==> config.mk <==
export PLATFORM = sky130hd
export DESIGN_NAME = timed_hysteresis_fault_monitor_core_flat
export DESIGN_NICKNAME = d
export VERILOG_FILES = /design/src/rtl/thm_pkg.sv /design/src/rtl/thm_req_if.sv /design/src/rtl/thm_rsp_if.sv /design/src/rtl/thm_cnt_mem.sv /design/src/rtl/thm_code_log.sv /design/src/rtl/timed_hysteresis_fault_monitor_core.sv /design/src/flat_wrapper.sv
export SDC_FILE = /design/constraint.sdc
export NUM_CORES = 1
export LEC_CHECK = 0
export ABC_CLOCK_PERIOD_IN_PS = 8000
export BUFFER_PORTS_ARGS = -buffer_cell sky130_fd_sc_hd__buf_4
export CORE_MARGIN = 2
export CORE_UTILIZATION = 30
export DETAILED_ROUTE_END_ITERATION = 16
export SYNTH_ARGS = -nofsm -noshare
export SYNTH_HDL_FRONTEND = slang
export SYNTH_SLANG_ARGS = --single-unit
export TNS_END_PERCENT = 30
==> constraint.sdc <==
create_clock -name clk -period 8 [get_ports clk]
set_input_delay 0.8 -clock clk [delete_from_list [all_inputs] [get_ports clk]]
set_output_delay 0.8 -clock clk [all_outputs]
set_load 0.1 [all_outputs]
==> src/rtl/thm_pkg.sv <==
// Shared types, opcodes, severity levels and the event code table of the
// timed hysteresis fault monitor. No dependencies.
package thm_pkg;

    localparam int EVT_MAX = 64;

    // Default sizes of the monitor.
    localparam int DEF_NUM_EVENTS = 33;
    localparam int DEF_NUM_TIMED  = 32;
    localparam int DEF_LOG_DEPTH  = 8;

    typedef enum logic [2:0] {
        OP_CHECK     = 3'd0,
        OP_SET       = 3'd1,
        OP_CLEAR     = 3'd2,
        OP_MASK_SET  = 3'd3,
        OP_MASK_CLR  = 3'd4,
        OP_END_TICK  = 3'd5,
        OP_LATCH_CLR = 3'd6
    } opcode_t;

    localparam logic [2:0] LV_NONE = 3'd0;
    localparam logic [2:0] LV_MSG  = 3'd1;
    localparam logic [2:0] LV_WRN  = 3'd2;
    localparam logic [2:0] LV_FLT  = 3'd3;
    localparam logic [2:0] LV_PRT  = 3'd4;

    typedef struct packed {
        logic [15:0] code;
        logic [2:0]  level;
    } evt_info_t;

    typedef struct packed {
        logic [2:0]         opcode;
        logic [5:0]         event_index;
        logic [2:0]         byte_index;
        logic signed [23:0] sample;
        logic signed [23:0] limit_level;
        logic signed [23:0] release_level;
        logic [15:0]        limit_hold;
        logic [15:0]        release_hold;
    } req_t;

    // Write port of the hold counter memory.
    typedef struct packed {
        logic        en;
        logic [5:0]  addr;
        logic [15:0] data;
    } cnt_wr_t;

    // Request to push an event's code into the log.
    typedef struct packed {
        logic       en;
        logic [5:0] evt;
    } log_req_t;

    function automatic evt_info_t evt_info(input logic [5:0] e);
        evt_info_t r;
        case (e)
            6'd0:    r = '{16'h0123, LV_FLT};
            6'd1:    r = '{16'h0223, LV_FLT};
            6'd2:    r = '{16'h0133, LV_FLT};
            6'd3:    r = '{16'h0233, LV_FLT};
            6'd4:    r = '{16'h0143, LV_FLT};
            6'd5:    r = '{16'h0243, LV_FLT};
            6'd6:    r = '{16'h0334, LV_PRT};
            6'd7:    r = '{16'h0122, LV_WRN};
            6'd8:    r = '{16'h0222, LV_WRN};
            6'd9:    r = '{16'h0132, LV_WRN};
            6'd10:   r = '{16'h0232, LV_WRN};
            6'd11:   r = '{16'h0142, LV_WRN};
            6'd12:   r = '{16'h0242, LV_WRN};
            6'd13:   r = '{16'h0332, LV_WRN};
            6'd14:   r = '{16'h0433, LV_FLT};
            6'd15:   r = '{16'h0533, LV_FLT};
            6'd16:   r = '{16'h0342, LV_WRN};
            6'd17:   r = '{16'h0114, LV_PRT};
            6'd18:   r = '{16'h0214, LV_PRT};
            6'd19:   r = '{16'h0314, LV_PRT};
            6'd20:   r = '{16'h0414, LV_PRT};
            6'd21:   r = '{16'h0514, LV_PRT};
            6'd22:   r = '{16'h0614, LV_FLT};
            6'd23:   r = '{16'h0714, LV_MSG};
            6'd24:   r = '{16'h0154, LV_PRT};
            6'd25:   r = '{16'h0254, LV_PRT};
            6'd26:   r = '{16'h0351, LV_MSG};
            6'd27:   r = '{16'h0454, LV_PRT};
            6'd28:   r = '{16'h0551, LV_MSG};
            6'd29:   r = '{16'h0654, LV_PRT};
            6'd30:   r = '{16'h0754, LV_PRT};
            6'd31:   r = '{16'h0851, LV_MSG};
            6'd32:   r = '{16'h0953, LV_FLT};
            default: r = '{16'h0000, LV_NONE};
        endcase
        return r;
    endfunction

    // Bit map of the events below num_events whose severity equals lvl.
    function automatic logic [EVT_MAX-1:0] level_mask(input logic [2:0] lvl,
                                                      input int num_events);
        logic [EVT_MAX-1:0] m;
        evt_info_t          inf;
        m = '0;
        for (int i = 0; i < EVT_MAX; i++)
        begin
            inf = evt_info(6'(i));
            if (i < num_events && inf.level == lvl)
            begin
                m[i] = 1'b1;
            end
        end
        return m;
    endfunction

endpackage

==> src/rtl/thm_req_if.sv <==
// Valid/ready channel that carries one monitor request per transaction.
// No dependencies.
interface thm_req_if;
    logic               valid;
    logic               ready;
    logic [2:0]         opcode;
    logic [5:0]         event_index;
    logic [2:0]         byte_index;
    logic signed [23:0] sample;
    logic signed [23:0] limit_level;
    logic signed [23:0] release_level;
    logic [15:0]        limit_hold;
    logic [15:0]        release_hold;

    modport source (
        output valid, opcode, event_index, byte_index, sample, limit_level,
               release_level, limit_hold, release_hold,
        input  ready
    );
    modport sink (
        input  valid, opcode, event_index, byte_index, sample, limit_level,
               release_level, limit_hold, release_hold,
        output ready
    );
endinterface

==> src/rtl/thm_rsp_if.sv <==
// Valid/ready channel that carries one monitor result per transaction.
// No dependencies.
interface thm_rsp_if;
    logic        valid;
    logic        ready;
    logic [63:0] fault_map;
    logic [63:0] latch_map;
    logic        event_active;
    logic [2:0]  worst_level;
    logic [15:0] newest_code;

    modport source (
        output valid, fault_map, latch_map, event_active, worst_level, newest_code,
        input  ready
    );
    modport sink (
        input  valid, fault_map, latch_map, event_active, worst_level, newest_code,
        output ready
    );
endinterface

==> src/rtl/thm_cnt_mem.sv <==
// Hold counter memory: one synchronous read port and one write port, with
// per-entry valid bits and write-to-read forwarding. Depends on thm_pkg.
module thm_cnt_mem
    import thm_pkg::*;
#(
    parameter int DEPTH = 32,
    parameter int AW    = 5
) (
    input  logic          clk,
    input  logic          rst_n,
    input  logic          rd_en,
    input  logic [AW-1:0] rd_addr,
    input  cnt_wr_t       wr,
    output logic [15:0]   rd_count
);

    logic [15:0]      mem [DEPTH];
    logic [15:0]      rd_data_reg;
    logic [DEPTH-1:0] valid_reg;
    logic [DEPTH-1:0] valid_next;
    logic             rd_valid_reg;
    logic             fwd_reg;
    logic [15:0]      fwd_data_reg;
    logic [AW-1:0]    wr_addr;
    logic             same_addr;

    assign wr_addr   = wr.addr[AW-1:0];
    assign same_addr = wr.en && (wr_addr == rd_addr);

    always_comb
    begin
        valid_next = valid_reg;
        if (wr.en)
        begin
            valid_next[wr_addr] = 1'b1;
        end
    end

    always_ff @(posedge clk)
    begin
        if (wr.en)
        begin
            mem[wr_addr] <= wr.data;
        end
        if (rd_en)
        begin
            rd_data_reg  <= mem[rd_addr];
            fwd_data_reg <= wr.data;
        end
    end

    always_ff @(posedge clk or negedge rst_n)
    begin
        if (!rst_n)
        begin
            valid_reg    <= '0;
            rd_valid_reg <= 1'b0;
            fwd_reg      <= 1'b0;
        end
        else
        begin
            valid_reg <= valid_next;
            if (rd_en)
            begin
                rd_valid_reg <= valid_reg[rd_addr];
                fwd_reg      <= same_addr;
            end
        end
    end

    // An entry never written since reset reads as zero.
    assign rd_count = fwd_reg ? fwd_data_reg : (rd_valid_reg ? rd_data_reg : 16'd0);

endmodule

==> src/rtl/thm_code_log.sv <==
// Error code log: a shift line of codes with the last logged event, which
// suppresses repeated pushes of the same event. Depends on thm_pkg.
module thm_code_log
    import thm_pkg::*;
#(
    parameter int LOG_DEPTH = 8
) (
    input  logic        clk,
    input  logic        rst_n,
    input  log_req_t    req,
    output logic [15:0] head_next
);

    logic [15:0] log_reg [LOG_DEPTH];
    logic [5:0]  last_reg;
    logic        do_push;
    evt_info_t   info;

    // Right after reset the head of the log is zero, so the last logged
    // event resolves to event 0; the register simply starts there.
    assign info      = evt_info(req.evt);
    assign do_push   = req.en && (req.evt != last_reg);
    assign head_next = do_push ? info.code : log_reg[0];

    always_ff @(posedge clk or negedge rst_n)
    begin
        if (!rst_n)
        begin
            last_reg <= 6'd0;
            for (int i = 0; i < LOG_DEPTH; i++)
            begin
                log_reg[i] <= 16'd0;
            end
        end
        else if (do_push)
        begin
            last_reg   <= req.evt;
            log_reg[0] <= info.code;
            for (int i = 1; i < LOG_DEPTH; i++)
            begin
                log_reg[i] <= log_reg[i-1];
            end
        end
    end

endmodule

==> src/rtl/timed_hysteresis_fault_monitor_core.sv <==
// Channel  Dir  Interface    Content
// req      in   thm_req_if   opcode, event, byte, sample, levels, hold times
// rsp      out  thm_rsp_if   fault and latch maps, event state, worst level, code
//
// One request per cycle is sustained while results are taken. The hold
// counter memory is read at acceptance and written back as the update stage
// retires the request, with forwarding for back-to-back checks.
// Reset clears the fault and latch maps, sets all mask bits, and clears the
// counter valid bits and the code log at once. A stalled result holds the
// update stage, and the request side then stalls with it.
// Top level of the timed hysteresis fault monitor. Depends on thm_pkg,
// thm_req_if, thm_rsp_if, thm_cnt_mem and thm_code_log.
module timed_hysteresis_fault_monitor_core
    import thm_pkg::*;
#(
    parameter int NUM_EVENTS = DEF_NUM_EVENTS,
    parameter int NUM_TIMED  = DEF_NUM_TIMED,
    parameter int LOG_DEPTH  = DEF_LOG_DEPTH
) (
    input logic       clk,
    input logic       rst_n,
    thm_req_if.sink   req,
    thm_rsp_if.source rsp
);

    localparam int CNT_AW = (NUM_TIMED > 1) ? $clog2(NUM_TIMED) : 1;
    localparam logic [6:0] EVT_LIM   = 7'(NUM_EVENTS);
    localparam logic [6:0] TIMED_LIM = 7'(NUM_TIMED);
    localparam logic [63:0] KNOWN_MASK =
        (NUM_EVENTS >= 64) ? {64{1'b1}} : ((64'd1 << NUM_EVENTS) - 64'd1);
    localparam logic [63:0] MASK_PRT = level_mask(LV_PRT, NUM_EVENTS);
    localparam logic [63:0] MASK_FLT = level_mask(LV_FLT, NUM_EVENTS);
    localparam logic [63:0] MASK_WRN = level_mask(LV_WRN, NUM_EVENTS);
    localparam logic [63:0] MASK_MSG = level_mask(LV_MSG, NUM_EVENTS);

    logic        accept;
    logic        s1_go;
    logic        s1_valid_reg;
    req_t        s1_reg;
    logic [63:0] fault_reg, fault_next;
    logic [63:0] mask_reg, mask_next;
    logic [63:0] latch_reg, latch_next;
    logic        out_valid_reg;
    logic [63:0] out_fault_reg;
    logic [63:0] out_latch_reg;
    logic        out_active_reg;
    logic [15:0] out_code_reg;
    logic [15:0] rd_count;
    logic [15:0] head_next;
    cnt_wr_t     cnt_wr;
    log_req_t    log_req;
    logic [63:0] s1_bit;
    logic        s1_known;
    logic        s1_timed;
    logic        upper;
    logic        set_cond;
    logic        clr_cond;
    logic        cnt_zero;
    logic [15:0] cnt_dec;

    assign accept    = req.valid && req.ready;
    assign s1_go     = s1_valid_reg && (!out_valid_reg || rsp.ready);
    assign req.ready = !s1_valid_reg || s1_go;

    thm_cnt_mem #(
        .DEPTH (NUM_TIMED),
        .AW    (CNT_AW)
    ) u_cnt_mem (
        .clk      (clk),
        .rst_n    (rst_n),
        .rd_en    (accept),
        .rd_addr  (req.event_index[CNT_AW-1:0]),
        .wr       (cnt_wr),
        .rd_count (rd_count)
    );

    thm_code_log #(
        .LOG_DEPTH (LOG_DEPTH)
    ) u_code_log (
        .clk       (clk),
        .rst_n     (rst_n),
        .req       (log_req),
        .head_next (head_next)
    );

    assign s1_bit   = 64'd1 << s1_reg.event_index;
    assign s1_known = {1'b0, s1_reg.event_index} < EVT_LIM;
    assign s1_timed = s1_known && ({1'b0, s1_reg.event_index} < TIMED_LIM);
    assign upper    = s1_reg.limit_level > s1_reg.release_level;
    assign set_cond = upper ? (s1_reg.sample > s1_reg.limit_level)
                            : (s1_reg.sample < s1_reg.limit_level);
    assign clr_cond = upper ? (s1_reg.sample < s1_reg.release_level)
                            : (s1_reg.sample > s1_reg.release_level);
    assign cnt_zero = (rd_count == 16'd0);
    assign cnt_dec  = rd_count - 16'd1;

    always_comb
    begin
        fault_next = fault_reg;
        mask_next  = mask_reg;
        latch_next = latch_reg;
        cnt_wr     = '0;
        log_req    = '0;
        cnt_wr.addr = s1_reg.event_index;
        log_req.evt = s1_reg.event_index;
        if (s1_go)
        begin
            case (s1_reg.opcode)
                OP_CHECK:
                begin
                    if (s1_timed)
                    begin
                        cnt_wr.en = 1'b1;
                        if ((fault_reg & s1_bit) == 64'd0)
                        begin
                            if (!set_cond)
                            begin
                                cnt_wr.data = s1_reg.limit_hold;
                            end
                            else if (cnt_zero)
                            begin
                                fault_next  = fault_reg | s1_bit;
                                log_req.en  = 1'b1;
                                cnt_wr.data = s1_reg.release_hold;
                            end
                            else
                            begin
                                cnt_wr.data = cnt_dec;
                            end
                        end
                        else
                        begin
                            if (!clr_cond)
                            begin
                                cnt_wr.data = s1_reg.release_hold;
                            end
                            else if (cnt_zero)
                            begin
                                fault_next  = fault_reg & ~s1_bit;
                                cnt_wr.data = s1_reg.limit_hold;
                            end
                            else
                            begin
                                cnt_wr.data = cnt_dec;
                            end
                        end
                    end
                end
                OP_SET:
                begin
                    if (s1_known)
                    begin
                        fault_next = fault_reg | s1_bit;
                        log_req.en = 1'b1;
                    end
                end
                OP_CLEAR:
                begin
                    if (s1_known)
                    begin
                        fault_next = fault_reg & ~s1_bit;
                    end
                end
                OP_MASK_SET:
                begin
                    if (s1_known)
                    begin
                        mask_next = mask_reg | s1_bit;
                    end
                end
                OP_MASK_CLR:
                begin
                    if (s1_known)
                    begin
                        mask_next = mask_reg & ~s1_bit;
                    end
                end
                OP_END_TICK:
                begin
                    fault_next = fault_reg & mask_reg;
                    latch_next = latch_reg | (fault_reg & mask_reg);
                end
                OP_LATCH_CLR:
                begin
                    latch_next = latch_reg & ~(64'hFF << {s1_reg.byte_index, 3'b000});
                end
                default:
                begin
                end
            endcase
        end
    end

    always_ff @(posedge clk)
    begin
        if (accept)
        begin
            s1_reg.opcode        <= req.opcode;
            s1_reg.event_index   <= req.event_index;
            s1_reg.byte_index    <= req.byte_index;
            s1_reg.sample        <= req.sample;
            s1_reg.limit_level   <= req.limit_level;
            s1_reg.release_level <= req.release_level;
            s1_reg.limit_hold    <= req.limit_hold;
            s1_reg.release_hold  <= req.release_hold;
        end
        if (s1_go)
        begin
            out_fault_reg  <= fault_next;
            out_latch_reg  <= latch_next;
            out_active_reg <= fault_next[s1_reg.event_index];
            out_code_reg   <= head_next;
        end
    end

    always_ff @(posedge clk or negedge rst_n)
    begin
        if (!rst_n)
        begin
            s1_valid_reg  <= 1'b0;
            out_valid_reg <= 1'b0;
            fault_reg     <= '0;
            mask_reg      <= {64{1'b1}};
            latch_reg     <= '0;
        end
        else
        begin
            if (accept)
            begin
                s1_valid_reg <= 1'b1;
            end
            else if (s1_go)
            begin
                s1_valid_reg <= 1'b0;
            end
            if (s1_go)
            begin
                out_valid_reg <= 1'b1;
            end
            else if (rsp.ready)
            begin
                out_valid_reg <= 1'b0;
            end
            fault_reg <= fault_next;
            mask_reg  <= mask_next;
            latch_reg <= latch_next;
        end
    end

    assign rsp.valid        = out_valid_reg;
    assign rsp.fault_map    = out_fault_reg;
    assign rsp.latch_map    = out_latch_reg;
    assign rsp.event_active = out_active_reg;
    assign rsp.newest_code  = out_code_reg;
    assign rsp.worst_level  = ((out_fault_reg & MASK_PRT) != 64'd0) ? LV_PRT :
                              ((out_fault_reg & MASK_FLT) != 64'd0) ? LV_FLT :
                              ((out_fault_reg & MASK_WRN) != 64'd0) ? LV_WRN :
                              ((out_fault_reg & MASK_MSG) != 64'd0) ? LV_MSG : LV_NONE;

    // Architectural state moves only when the update stage retires a transaction.
    a_state_hold: assert property (@(posedge clk) disable iff (!rst_n)
        !s1_go |=> $stable(fault_reg) && $stable(mask_reg) && $stable(latch_reg))
        else $error("monitor state changed without a retiring transaction");

    // Events beyond the configured count never show up in the maps.
    a_known_only: assert property (@(posedge clk) disable iff (!rst_n)
        ((fault_reg & ~KNOWN_MASK) == 64'd0) && ((latch_reg & ~KNOWN_MASK) == 64'd0))
        else $error("fault or latch bit set for an unknown event");

    // An accepted transaction always occupies the update stage next cycle.
    a_accept_fill: assert property (@(posedge clk) disable iff (!rst_n)
        accept |=> s1_valid_reg)
        else $error("accepted transaction lost before the update stage");

endmodule

==> src/flat_wrapper.sv <==
// flat-port wrapper written by rule: the top's interface ports become plain ports
module timed_hysteresis_fault_monitor_core_flat import thm_pkg::*;
#(
    parameter int NUM_EVENTS = DEF_NUM_EVENTS,
    parameter int NUM_TIMED  = DEF_NUM_TIMED,
    parameter int LOG_DEPTH  = DEF_LOG_DEPTH
)
  (clk, rst_n, req_valid, req_opcode, req_event_index, req_byte_index, req_sample, req_limit_level, req_release_level, req_limit_hold, req_release_hold, req_ready, rsp_valid, rsp_fault_map, rsp_latch_map, rsp_event_active, rsp_worst_level, rsp_newest_code, rsp_ready);
  thm_req_if req_i ();
  thm_rsp_if rsp_i ();
  input logic clk;
  input logic rst_n;
  input wire logic [$bits(req_i.valid)-1:0] req_valid;
  input wire logic [$bits(req_i.opcode)-1:0] req_opcode;
  input wire logic [$bits(req_i.event_index)-1:0] req_event_index;
  input wire logic [$bits(req_i.byte_index)-1:0] req_byte_index;
  input wire logic [$bits(req_i.sample)-1:0] req_sample;
  input wire logic [$bits(req_i.limit_level)-1:0] req_limit_level;
  input wire logic [$bits(req_i.release_level)-1:0] req_release_level;
  input wire logic [$bits(req_i.limit_hold)-1:0] req_limit_hold;
  input wire logic [$bits(req_i.release_hold)-1:0] req_release_hold;
  output wire logic [$bits(req_i.ready)-1:0] req_ready;
  output wire logic [$bits(rsp_i.valid)-1:0] rsp_valid;
  output wire logic [$bits(rsp_i.fault_map)-1:0] rsp_fault_map;
  output wire logic [$bits(rsp_i.latch_map)-1:0] rsp_latch_map;
  output wire logic [$bits(rsp_i.event_active)-1:0] rsp_event_active;
  output wire logic [$bits(rsp_i.worst_level)-1:0] rsp_worst_level;
  output wire logic [$bits(rsp_i.newest_code)-1:0] rsp_newest_code;
  input wire logic [$bits(rsp_i.ready)-1:0] rsp_ready;
  assign req_i.valid = req_valid;
  assign req_i.opcode = req_opcode;
  assign req_i.event_index = req_event_index;
  assign req_i.byte_index = req_byte_index;
  assign req_i.sample = req_sample;
  assign req_i.limit_level = req_limit_level;
  assign req_i.release_level = req_release_level;
  assign req_i.limit_hold = req_limit_hold;
  assign req_i.release_hold = req_release_hold;
  assign req_ready = req_i.ready;
  assign rsp_valid = rsp_i.valid;
  assign rsp_fault_map = rsp_i.fault_map;
  assign rsp_latch_map = rsp_i.latch_map;
  assign rsp_event_active = rsp_i.event_active;
  assign rsp_worst_level = rsp_i.worst_level;
  assign rsp_newest_code = rsp_i.newest_code;
  assign rsp_i.ready = rsp_ready;
  timed_hysteresis_fault_monitor_core #(.NUM_EVENTS(NUM_EVENTS), .NUM_TIMED(NUM_TIMED), .LOG_DEPTH(LOG_DEPTH)) u_core (.clk(clk), .rst_n(rst_n), .req(req_i), .rsp(rsp_i));
endmodule
==> metrics, run 1 <==
Resize count post-CTS=0; Leakage=19.3 nW; clk_lat worst skew=0.75 ns; Cell Rows=141; vias after detailed routing=27,713; placed wire-length estimate=85,100 um; Max-Slew Margin vs Limit=0.183; ratio of cells with drive above 1 in the final layout=0.269; internal power=9.41 mW; CP Cell Sequence=buf_4 > or2_1 > nor2_1 > a22oi_1 > nand4b_4 > nor4_4 > o21a_2 > clkinv_1 > o21a_1 > nor2_2; Seq cells post-synth=1,053; Crit Path Class=reg2reg; clock tree from TritonCTS=yes; Area Overhead vs Synth=18.0%; met2 usage=0.271; max reg flops=512; first-pass GRT wire length=192,000 um; logic gate share of total power=0.125; sequential area share after synthesis=0.681; status=finished, final reports clean; dpl cells=5,011; yosys warns=0; Chip Width=390 um; Final Cell Area=52,700 um2; # hold bufs at CTS=0; Die Y=390 um; number of global-route vias before repair=26,981; Hold WC Path Type=in2async; crit path time final=6.17 ns; post-synthesis area per instance=15.2 um2; Worst-Margin Slew=1.23 ns; die area=152,000 um2; CP Max Fanout=33; slowest CP cell=edfxtp_1; worst vdd ir=0.176 mV; met1 GRT Util=0.242; Post-Route WL=133,000 um; Remaining Overflow, GRT=0; Post-CTS Setup Bufs=0; Root Driver=clkbuf_16; GRT Total Usage=0.171; Final Setup Violations=0; detailed-route wire length per cell=25.5 um; EDFF count, synth=799; Worst Skew=0.0863 ns; Synth Flop Type=edfxtp_1; num ports=270; DRT Pass-1 Iters=5; Fin. Hold Viols=0; pwr dens=246 nW/um2; clock share of power=0.394; largest net degree at the start of global routing=125; Max Clk Rate=162 MHz; Cell variety after synth=103; CORE AREA=148,000 um2; CTS max path bufs=3; met3 GRT Util=0.0305; total CTS buffers=108; Critical Path Source Type=flip-flop; worst r2r src=u_core.cnt_wr[20]; initial DRC count=3,510; Worst-path clk slew=0.07 ns; drt via density=5.32; Sw Ratio=0.275; origin of the worst setup path=u_core.cnt_wr[20]; # Max-Cap Violations=0; initial core utilization=0.302; Flop pwr share=0.482; Required @ worst endpoint=8.32 ns; Final Wtd Congestion=0.945; switching pwr=3.57 mW; Non-Filler Instances=5,211; synthesized instance count=2,945; antenna viol nets, final=0; layout net count=3,391; Worst setup EP type=flip-flop; Tcrit/Tclk final=0.771; busiest grt layer=met2; initial antenna violation count=4; unrepaired setup endpoints after global routing=no; crit-path max cell delay=0.93 ns; Max Slew Vio Count=0; clk sinks=1,053; R2R Setup Slk=1.83 ns; setup TNS=0 ns; post-synthesis async set-or-reset flop share=0.232; port bufs=263; drt drc=0; placed cell area=49,000 um2; critical path data arrival time=6.49 ns; Post-Syn Area=44,600 um2; H-tree depth=3
cell families (layout without fill, tap and decap cells):
family	after synthesis	in the layout	share of synthesized area
flops	1053	1053	0.681
simple gates	664	664	0.0747
compound gates	618	618	0.0896
buf+inv	272	602	0.0252
mux	231	231	0.102
fa+ha+maj	80	80	0.0224
xor+xnor	26	26	0.00510
other cells	1	7	0.0000840
Yosys cell counts (all sizes together), types with 51 or more instances:
master    n  share of area
edfxtp  799           0.54
nor2    201          0.017
dfrtp   180           0.10
mux4    176          0.089
a21oi   160          0.018
nand2   160          0.014
clkbuf  125          0.011
o21ai   118          0.013
a31oi   106          0.015
ha       80          0.022
inv      77         0.0065
buf      68         0.0081
dfstp    64          0.038
nor3     56         0.0070
o21a     51         0.0086
per-stage QoR:
step / power [mW] / setup WS, ns / utilization / hold slack (ns)
after CTS: 13.1 / 1.88 / 0.357 / 0.147
after global routing: 13.4 / 1.54 / 0.357 / 0.193
final: 13.0 / 1.83 / 0.357 / 0.153
after global placement: 7.95 / 2.06 / 0.332 / 0.364
after detailed placement: 7.96 / 1.94 / 0.332 / 0.367
after floorplan: 7.42 / 1.81 / - / 0.434
path summary, 6_finish.rpt:
kind,endpoint,depth (start not counted)
hold / removal,u_core.s1_valid_reg,1
setup reg to reg,u_core.u_cnt_mem.mem[11][9],10
min in group clk,u_core.s1_reg[80],1
hold reg to reg,flip-flop,0
setup / recovery,u_core.u_cnt_mem.mem[11][9],10
max in group asynchronous,u_core.u_cnt_mem.valid_reg[14],2
per-layer routing:
metal | up-vias | wire length (um)
met5 | - | 36
met4 | 6 | 3330
met3 | 196 | 10100
met2 | 1288 | 62400
met1 | 14255 | 56900
li1 | 11968 | -
power by group through the flow:
| stage | clock network [mW] | logic (mW) | registers, mW |
|---|---|---|---|
| finish | 5.11 | 1.62 | 6.25 |
| global route | 5.42 | 1.71 | 6.26 |
| CTS | 5.22 | 1.61 | 6.25 |
| detailed placement | 0 | 1.61 | 6.35 |
| global placement | 0 | 1.60 | 6.35 |
| floorplan | 0 | 0.707 | 6.71 |
cell type report:
| class | instances | area (um2) |
|---|---|---|
| diodes | 1 | 2.50 |
| flip-flops and latches | 1053 | 30400 |
| multi-input cells | 1625 | 13400 |
| clock buffers | 152 | 3080 |
| clock inverters | 47 | 551 |
| repair buffers | 324 | 2480 |
| well taps | 1930 | 2410 |
| inverters | 79 | 307 |
| fillers | 13848 | 95000 |
cell usage in the layout (no fill, tap or decap), types with 19 or more instances in the layout:
master | synthesis | layout
o21a_1 | 50 | 50
nor2_1 | 197 | 178
a21oi_1 | 159 | 157
clkbuf_16 | 0 | 112
nand3_1 | 49 | 48
mux2_2 | 29 | 29
dfstp_2 | 64 | 64
or2_2 | 36 | 36
dfrtp_1 | 180 | 180
nor3_2 | 6 | 20
buf_4 | 13 | 319
a31oi_1 | 105 | 105
clkbuf_1 | 125 | 27
nand4_1 | 28 | 28
mux4_2 | 176 | 176
and3_1 | 38 | 38
edfxtp_1 | 799 | 799
ha_1 | 80 | 80
nand2_1 | 159 | 159
o211ai_1 | 38 | 38
nor3_1 | 50 | 36
mux2i_1 | 26 | 24
inv_1 | 76 | 76
nor2_4 | 3 | 19
o21ai_0 | 117 | 117
worst max-delay path: cells and delay by family (launching register included):
| kind | cells | cell delay [ns] |
|---|---|---|
| buffers and inverters | 2 | 1.36 |
| AND/OR/NAND/NOR | 5 | 2.00 |
| AO/OA/AOI/OAI | 3 | 1.43 |
| flip-flops | 1 | 0.93 |
No activity file was read; power rests on OpenSTA's default activity.
==> inputs of run 2 (changes only) <==
--- a/config.mk
+++ b/config.mk
@@ -5,7 +5,7 @@
 export SDC_FILE = /design/constraint.sdc
 export NUM_CORES = 1
 export LEC_CHECK = 0
-export ABC_CLOCK_PERIOD_IN_PS = 8000
+export ABC_CLOCK_PERIOD_IN_PS = 5280
 export BUFFER_PORTS_ARGS = -buffer_cell sky130_fd_sc_hd__buf_4
 export CORE_MARGIN = 2
 export CORE_UTILIZATION = 30
==> constraint.sdc (replaced) <==
create_clock -name clk -period 5.28 [get_ports clk]
set_input_delay 0.528 -clock clk [delete_from_list [all_inputs] [get_ports clk]]
set_output_delay 0.528 -clock clk [all_outputs]
set_load 0.1 [all_outputs]
==> run 2 against run 1 <==
  * Maximum frequency is 31% higher
  * Non-clock buffer count is 173 higher
  * Worst hold slack worse by 0.013 ns
  * Cell area is 3.3% higher
  * First-iteration DRC count is 22% lower
  * Sequential power is 52% higher
  * Worst setup slack worse by 1.3 ns
  * Routed wire length is 2.1% higher
  * Clock skew hardly changed
  * Largest power group unchanged
==> metrics, run 2 (synthesis gave the netlist of run 1 again) <==
status=finished, final reports clean (unchanged); Hold WC Path Type=in2reg (was in2async); clk_lat worst skew=0.77 ns (was 0.75 ns); Area Overhead vs Synth=21.9% (was 18.0%); Fin. Hold Viols=0 (unchanged); number of global-route vias before repair=28,337 (was 26,981); Worst-Margin Slew=1.03 ns (was 1.23 ns); total CTS buffers=112 (was 108); port bufs=263 (unchanged); crit path time final=4.70 ns (was 6.17 ns); logic gate share of total power=0.129 (was 0.125); dpl ws=0.488 ns (was 1.94 ns); Sw Ratio=0.276 (was 0.275); switching pwr=5.52 mW (was 3.57 mW); Multi-input gate area=13,400 um2 (about the same); pwr dens=368 nW/um2 (was 246 nW/um2); Final Cell Area=54,400 um2 (was 52,700 um2); leading cell types in the layout, fill and taps excluded=799 x edfxtp_1, 375 x buf_4, 180 x dfrtp_1, 178 x nor2_1, 176 x mux4_2 (was 799 x edfxtp_1, 319 x buf_4, 180 x dfrtp_1, 178 x nor2_1, 176 x mux4_2); diode count=0 (was 1); Root Driver=clkbuf_16 (unchanged); Die Y=390 um (unchanged); initial antenna violation count=4 (unchanged); CORE AREA=148,000 um2 (unchanged); Hold WS=0.140 ns (was 0.153 ns); Fill cells=13,779 (was 13,848); Worst-path clk slew=0.06 ns (was 0.07 ns); total power=20.0 mW (was 13.0 mW); antenna viol nets, final=0 (unchanged); placed cell area=49,500 um2 (was 49,000 um2); largest net degree at the start of global routing=163 (was 125); vias after detailed routing=28,325 (was 27,713); commonest non-fill, non-tap cell in the layout=edfxtp_1 (unchanged); layout net count=3,568 (was 3,391); initial core utilization=0.302 (unchanged); Max Slew Vio Count=0 (unchanged); Cell Rows=141 (unchanged); placed wire-length estimate=87,500 um (was 85,100 um); setup TNS=0 ns (unchanged); Register Area=30,400 um2 (unchanged); Post-Route WL=136,000 um (was 133,000 um); H-tree depth=3 (unchanged); first-pass GRT wire length=197,000 um (was 192,000 um); Required @ worst endpoint=5.77 ns (was 8.32 ns); Leakage=20.1 nW (was 19.3 nW); Chip Width=390 um (unchanged); Final Wtd Congestion=0.963 (was 0.945); critical path data arrival time=5.19 ns (was 6.49 ns); Tcrit/Tclk final=0.890 (was 0.771); CTS max path bufs=3 (unchanged); Crit Path Class=reg2reg (unchanged); clock tree from TritonCTS=yes (unchanged); internal power=14.5 mW (was 9.41 mW); Max Clk Rate=213 MHz (was 162 MHz); dpl cells=5,071 (was 5,011); initial DRC count=2,745 (was 3,510); drt drc=0 (unchanged); num ports=270 (unchanged); clk sinks=1,053 (unchanged); detailed-route wire length per cell=25.2 um (was 25.5 um); Non-Filler Instances=5,388 (was 5,211); post-route setup slack=0.579 ns (was 1.83 ns); drt via density=5.26 (was 5.32); die area=152,000 um2 (unchanged); worst vdd ir=0.291 mV (was 0.176 mV); Flop pwr share=0.474 (was 0.482); Critical Path Source Type=flip-flop (unchanged); Remaining Overflow, GRT=0 (unchanged); Worst setup EP type=flip-flop (unchanged); Final Setup Violations=0 (unchanged); DRT Pass-1 Iters=6 (was 5); max reg flops=512 (unchanged); Max-Slew Margin vs Limit=0.313 (was 0.183); ratio of cells with drive above 1 in the final layout=0.274 (was 0.269); CP Max Fanout=32 (was 33); # Max-Cap Violations=0 (unchanged); clock share of power=0.397 (was 0.394); unrepaired setup endpoints after global routing=no (unchanged); Worst Skew=0.0862 ns (was 0.0863 ns); GRT Total Usage=0.175 (was 0.171); Util after Layout=0.368 (was 0.357)
## run 2: cell types whose count changed in the layout (fill, tap and decap cells not counted), sizes merged, moves of 2 or more
| cell | change |
|---|---|
| dlygate4sd3 | +113 |
| clkbuf | -7 |
| buf | +60 |
| inv | +2 |
| clkinv | +7 |
| bufinv | +2 |
## run 2: path summary, 6_finish.rpt
path | from | to | slack (ns) | cells past startpoint
max | u_core.s1_reg[79] | u_core.u_cnt_mem.mem[0][14] | 0.58 | 12
min | rsp_ready | u_core.s1_valid_reg | 0.14 | 3
max reg2reg | u_core.s1_reg[79] | u_core.u_cnt_mem.mem[0][14] | 0.58 | 12
min reg2reg | flip-flop | flip-flop | 0.38 | 0
max in group asynchronous | rst_n | u_core.fault_reg[7] | 3.48 | 3
min in group asynchronous | rst_n | u_core.fault_reg[15] | 0.39 | 2
## run 2: power by group through the flow
stage,logic (mW),clock network [mW],registers [mW]
6_report,2.58,7.94,9.48
5_1_grt,2.73,8.42,9.49
4_1_cts,2.58,8.12,9.47
3_5_place_dp,2.50,0,9.63
3_3_place_gp,2.48,0,9.63
2_1_floorplan,1.07,0,10.2
## run 2: metal layers
layer  GRT usage  vias to the layer above  wire, um
li1            -                    12324         -
met1       0.238                    14583     57300
met5           0                        -        27
met2       0.284                     1182     64200
met4      0.0539                        4      4160
met3      0.0333                      232      9850
## run 2: area by class of cell
cell class / instances / area share
well taps: 1930 / 0.0444
inverters: 79 / 0.00564
flip-flops and latches: 1053 / 0.558
clock buffers: 145 / 0.0562
clock inverters: 59 / 0.0130
repair buffers: 497 / 0.0755
multi-input cells: 1625 / 0.247
## run 2: critical path: stages, from the launching register on
cell	delay (ns)
edfxtp_1	0.40
ha_1	0.37
nand4_1	0.21
nor4_1	0.61
o31ai_1	0.29
a31o_1	0.26
nand2_1	0.22
mux2i_4	0.62
buf_4	0.39
o211ai_1	0.14
and3_1	0.21
a211oi_2	0.31
buf_4	0.36
## run 2: timing repair
action,in CTS,in global routing
buffers inserted,0,0
hold buffers,113,0
gates resized for setup,0,1
endpoints found under the hold margin,176,0
endpoints found under the setup margin,0,1
==> inputs of run 3 (changes only) <==
--- a/config.mk
+++ b/config.mk
@@ -5,7 +5,7 @@
 export SDC_FILE = /design/constraint.sdc
 export NUM_CORES = 1
 export LEC_CHECK = 0
-export ABC_CLOCK_PERIOD_IN_PS = 5280
+export ABC_CLOCK_PERIOD_IN_PS = 5100
 export BUFFER_PORTS_ARGS = -buffer_cell sky130_fd_sc_hd__buf_4
 export CORE_MARGIN = 2
 export CORE_UTILIZATION = 30
==> constraint.sdc (replaced) <==
create_clock -name clk -period 5.1 [get_ports clk]
set_input_delay 0.51 -clock clk [delete_from_list [all_inputs] [get_ports clk]]
set_output_delay 0.51 -clock clk [all_outputs]
set_load 0.1 [all_outputs]
==> run 3 against run 2 <==
  * Power grew 4.3%
  * Combinational power grew 5%
  * Count of clock-buffer cells in the layout is the same
  * Critical endpoint is now u_core.rsp.event_active
  * Critical path depth grew 1
  * Largest cell class unchanged
  * Clock power grew 5.4%
  * Maximum frequency shrank 3.0%
==> metrics, run 3 (synthesis gave the netlist of run 1 again) <==
die area=152,000 um2 (unchanged); total CTS buffers=112 (unchanged); # Max-Cap Violations=0 (unchanged); ratio of cells with drive above 1 in the final layout=0.282 (was 0.274); first-pass GRT wire length=196,000 um (was 197,000 um); unrepaired setup endpoints after global routing=no (unchanged); logic gate share of total power=0.130 (was 0.129); largest net degree at the start of global routing=111 (was 163); Chip Width=390 um (unchanged); initial DRC count=2,887 (was 2,745); placed wire-length estimate=87,500 um (about the same); CP Max Fanout=16 (was 32); Required @ worst endpoint=5.65 ns (was 5.77 ns); Final Cell Area=54,600 um2 (was 54,400 um2); Worst-Margin Slew=1.16 ns (was 1.03 ns); Max-Slew Margin vs Limit=0.218 (was 0.313); crit-path max cell delay=0.71 ns (was 0.62 ns); commonest non-fill, non-tap cell in the layout=edfxtp_1 (unchanged); critical path data arrival time=5.39 ns (was 5.19 ns); Max Clk Rate=206 MHz (was 213 MHz); Worst setup EP type=flip-flop (unchanged); clock share of power=0.401 (was 0.397); num ports=270 (unchanged); layout net count=3,591 (was 3,568); pwr dens=382 nW/um2 (was 368 nW/um2); antenna viol nets, final=0 (unchanged); worst vdd ir=0.348 mV (was 0.291 mV); Worst-path clk slew=0.07 ns (was 0.06 ns); Multi-input gate area=13,400 um2 (about the same); Crit Path Class=reg2reg (unchanged); Die Y=390 um (unchanged); Tcrit/Tclk final=0.950 (was 0.890); max reg flops=512 (unchanged); initial antenna violation count=5 (was 4); Flop pwr share=0.469 (was 0.474); CTS max path bufs=3 (unchanged); port bufs=263 (unchanged); CORE AREA=148,000 um2 (unchanged); Fill cells=13,789 (was 13,779); clk_lat worst skew=0.76 ns (was 0.77 ns); Cell Rows=141 (unchanged); leading cell types in the layout, fill and taps excluded=799 x edfxtp_1, 401 x buf_4, 180 x dfrtp_1, 178 x nor2_1, 176 x mux4_2 (was 799 x edfxtp_1, 375 x buf_4, 180 x dfrtp_1, 178 x nor2_1, 176 x mux4_2); Final Setup Violations=0 (unchanged); Remaining Overflow, GRT=0 (unchanged); Leakage=20.3 nW (was 20.1 nW); placed cell area=49,600 um2 (was 49,500 um2); switching pwr=5.76 mW (was 5.52 mW); drt drc=0 (unchanged); slowest CP cell=mux2i_4 (unchanged); detailed-route wire length per cell=24.8 um (was 25.2 um); Root Driver=clkbuf_16 (unchanged); internal power=15.1 mW (was 14.5 mW); Post-Route WL=134,000 um (was 136,000 um); Hold WC Path Type=in2reg (unchanged); status=finished, final reports clean (unchanged); initial core utilization=0.302 (unchanged); dpl ws=-0.0634 ns (was 0.488 ns); Fin. Hold Viols=0 (unchanged); Final Wtd Congestion=0.961 (was 0.963); Worst Skew=0.0656 ns (was 0.0862 ns); number of global-route vias before repair=28,279 (was 28,337); crit path time final=4.84 ns (was 4.70 ns); DRT Pass-1 Iters=8 (was 6); Sw Ratio=0.276 (about the same); GRT Total Usage=0.174 (was 0.175); clk sinks=1,053 (unchanged); Critical Path Source Type=flip-flop (unchanged); CP Cell Sequence=ha_1 > nand4_1 > nor4_2 > o31ai_1 > a31o_1 > a21o_1 > mux2i_4 > and2_4 > a221oi_1 > o31ai_1 > o21ai_0 > a211o_1 > o311ai_1 (was ha_1 > nand4_1 > nor4_1 > o31ai_1 > a31o_1 > nand2_1 > mux2i_4 > buf_4 > o211ai_1 > and3_1 > a211oi_2 > buf_4); drt via density=5.24 (was 5.26); Max Slew Vio Count=0 (unchanged); Register Area=30,400 um2 (unchanged); post-route setup slack=0.256 ns (was 0.579 ns); clock tree from TritonCTS=yes (unchanged); Area Overhead vs Synth=22.3% (was 21.9%); CP dominant cell by count=o31ai_1 (was buf_4); vias after detailed routing=28,426 (was 28,325); diode count=0 (unchanged); H-tree depth=3 (unchanged)
run 3: layout make-up:
cell class | instances | share of cell area
repair buffers | 520 | 0.0777
flip-flops and latches | 1053 | 0.557
clock buffers | 145 | 0.0565
multi-input cells | 1625 | 0.246
well taps | 1930 | 0.0442
inverters | 79 | 0.00562
clock inverters | 68 | 0.0137
run 3: final timing paths:
check	start	to	slack, ns	cells after the start
max in group asynchronous	rst_n	u_core.s1_valid_reg	3.55	3
min in group asynchronous	rst_n	u_core.latch_reg[0]	0.43	2
hold / removal	rsp_ready	u_core.s1_valid_reg	0.14	3
hold reg to reg	flip-flop	flip-flop	0.37	0
setup reg to reg	u_core.s1_reg[79]	u_core.rsp.event_active	0.26	13
setup / recovery	u_core.s1_reg[79]	u_core.rsp.event_active	0.26	13
run 3: repair_timing:
item                                    in CTS  in global routing
buffers inserted                             0                  0
endpoints found under the hold margin      191                  0
endpoints found under the setup margin      88                 51
resized for setup                            3                  2
hold buffers                               113                  0
run 3: critical path, delay by kind of cell (launching register included):
kind / cells / cell delay, ns
AO/OA/AOI/OAI: 8 / 1.87
adder cells (fa/ha/maj): 1 / 0.37
flip-flops: 1 / 0.40
multiplexers: 1 / 0.71
AND/OR/NAND/NOR: 3 / 1.25
run 3: stage by stage:
stage          utilization  hold WS [ns]  std cells  power, mW  setup TNS (ns)
2_1_floorplan            -         0.214       2950       11.6               0
3_3_place_gp         0.336         0.365       5094       12.6               0
3_5_place_dp         0.336         0.366       5094       12.6           -2.06
4_1_cts              0.370        0.0889       5420       21.0               0
5_1_grt              0.370         0.138       5420       21.5               0
6_report             0.370         0.136       5420       20.9               0
run 3: power by group through the flow:
stage	Clock (mW)	Sequential, mW	Combinational (mW)
final	8.37	9.78	2.71
after global routing	8.88	9.81	2.86
after CTS	8.56	9.78	2.69
after detailed placement	0	9.95	2.62
after global placement	0	9.95	2.60
after floorplan	0	10.5	1.11
run 3: layer usage:
metal / wire length [um] / vias up / GRT usage
li1: - / 12366 / -
met1: 56200 / 14647 / 0.234
met2: 62800 / 1162 / 0.277
met3: 10700 / 247 / 0.0396
met4: 4510 / 4 / 0.0584
met5: 23 / - / 0
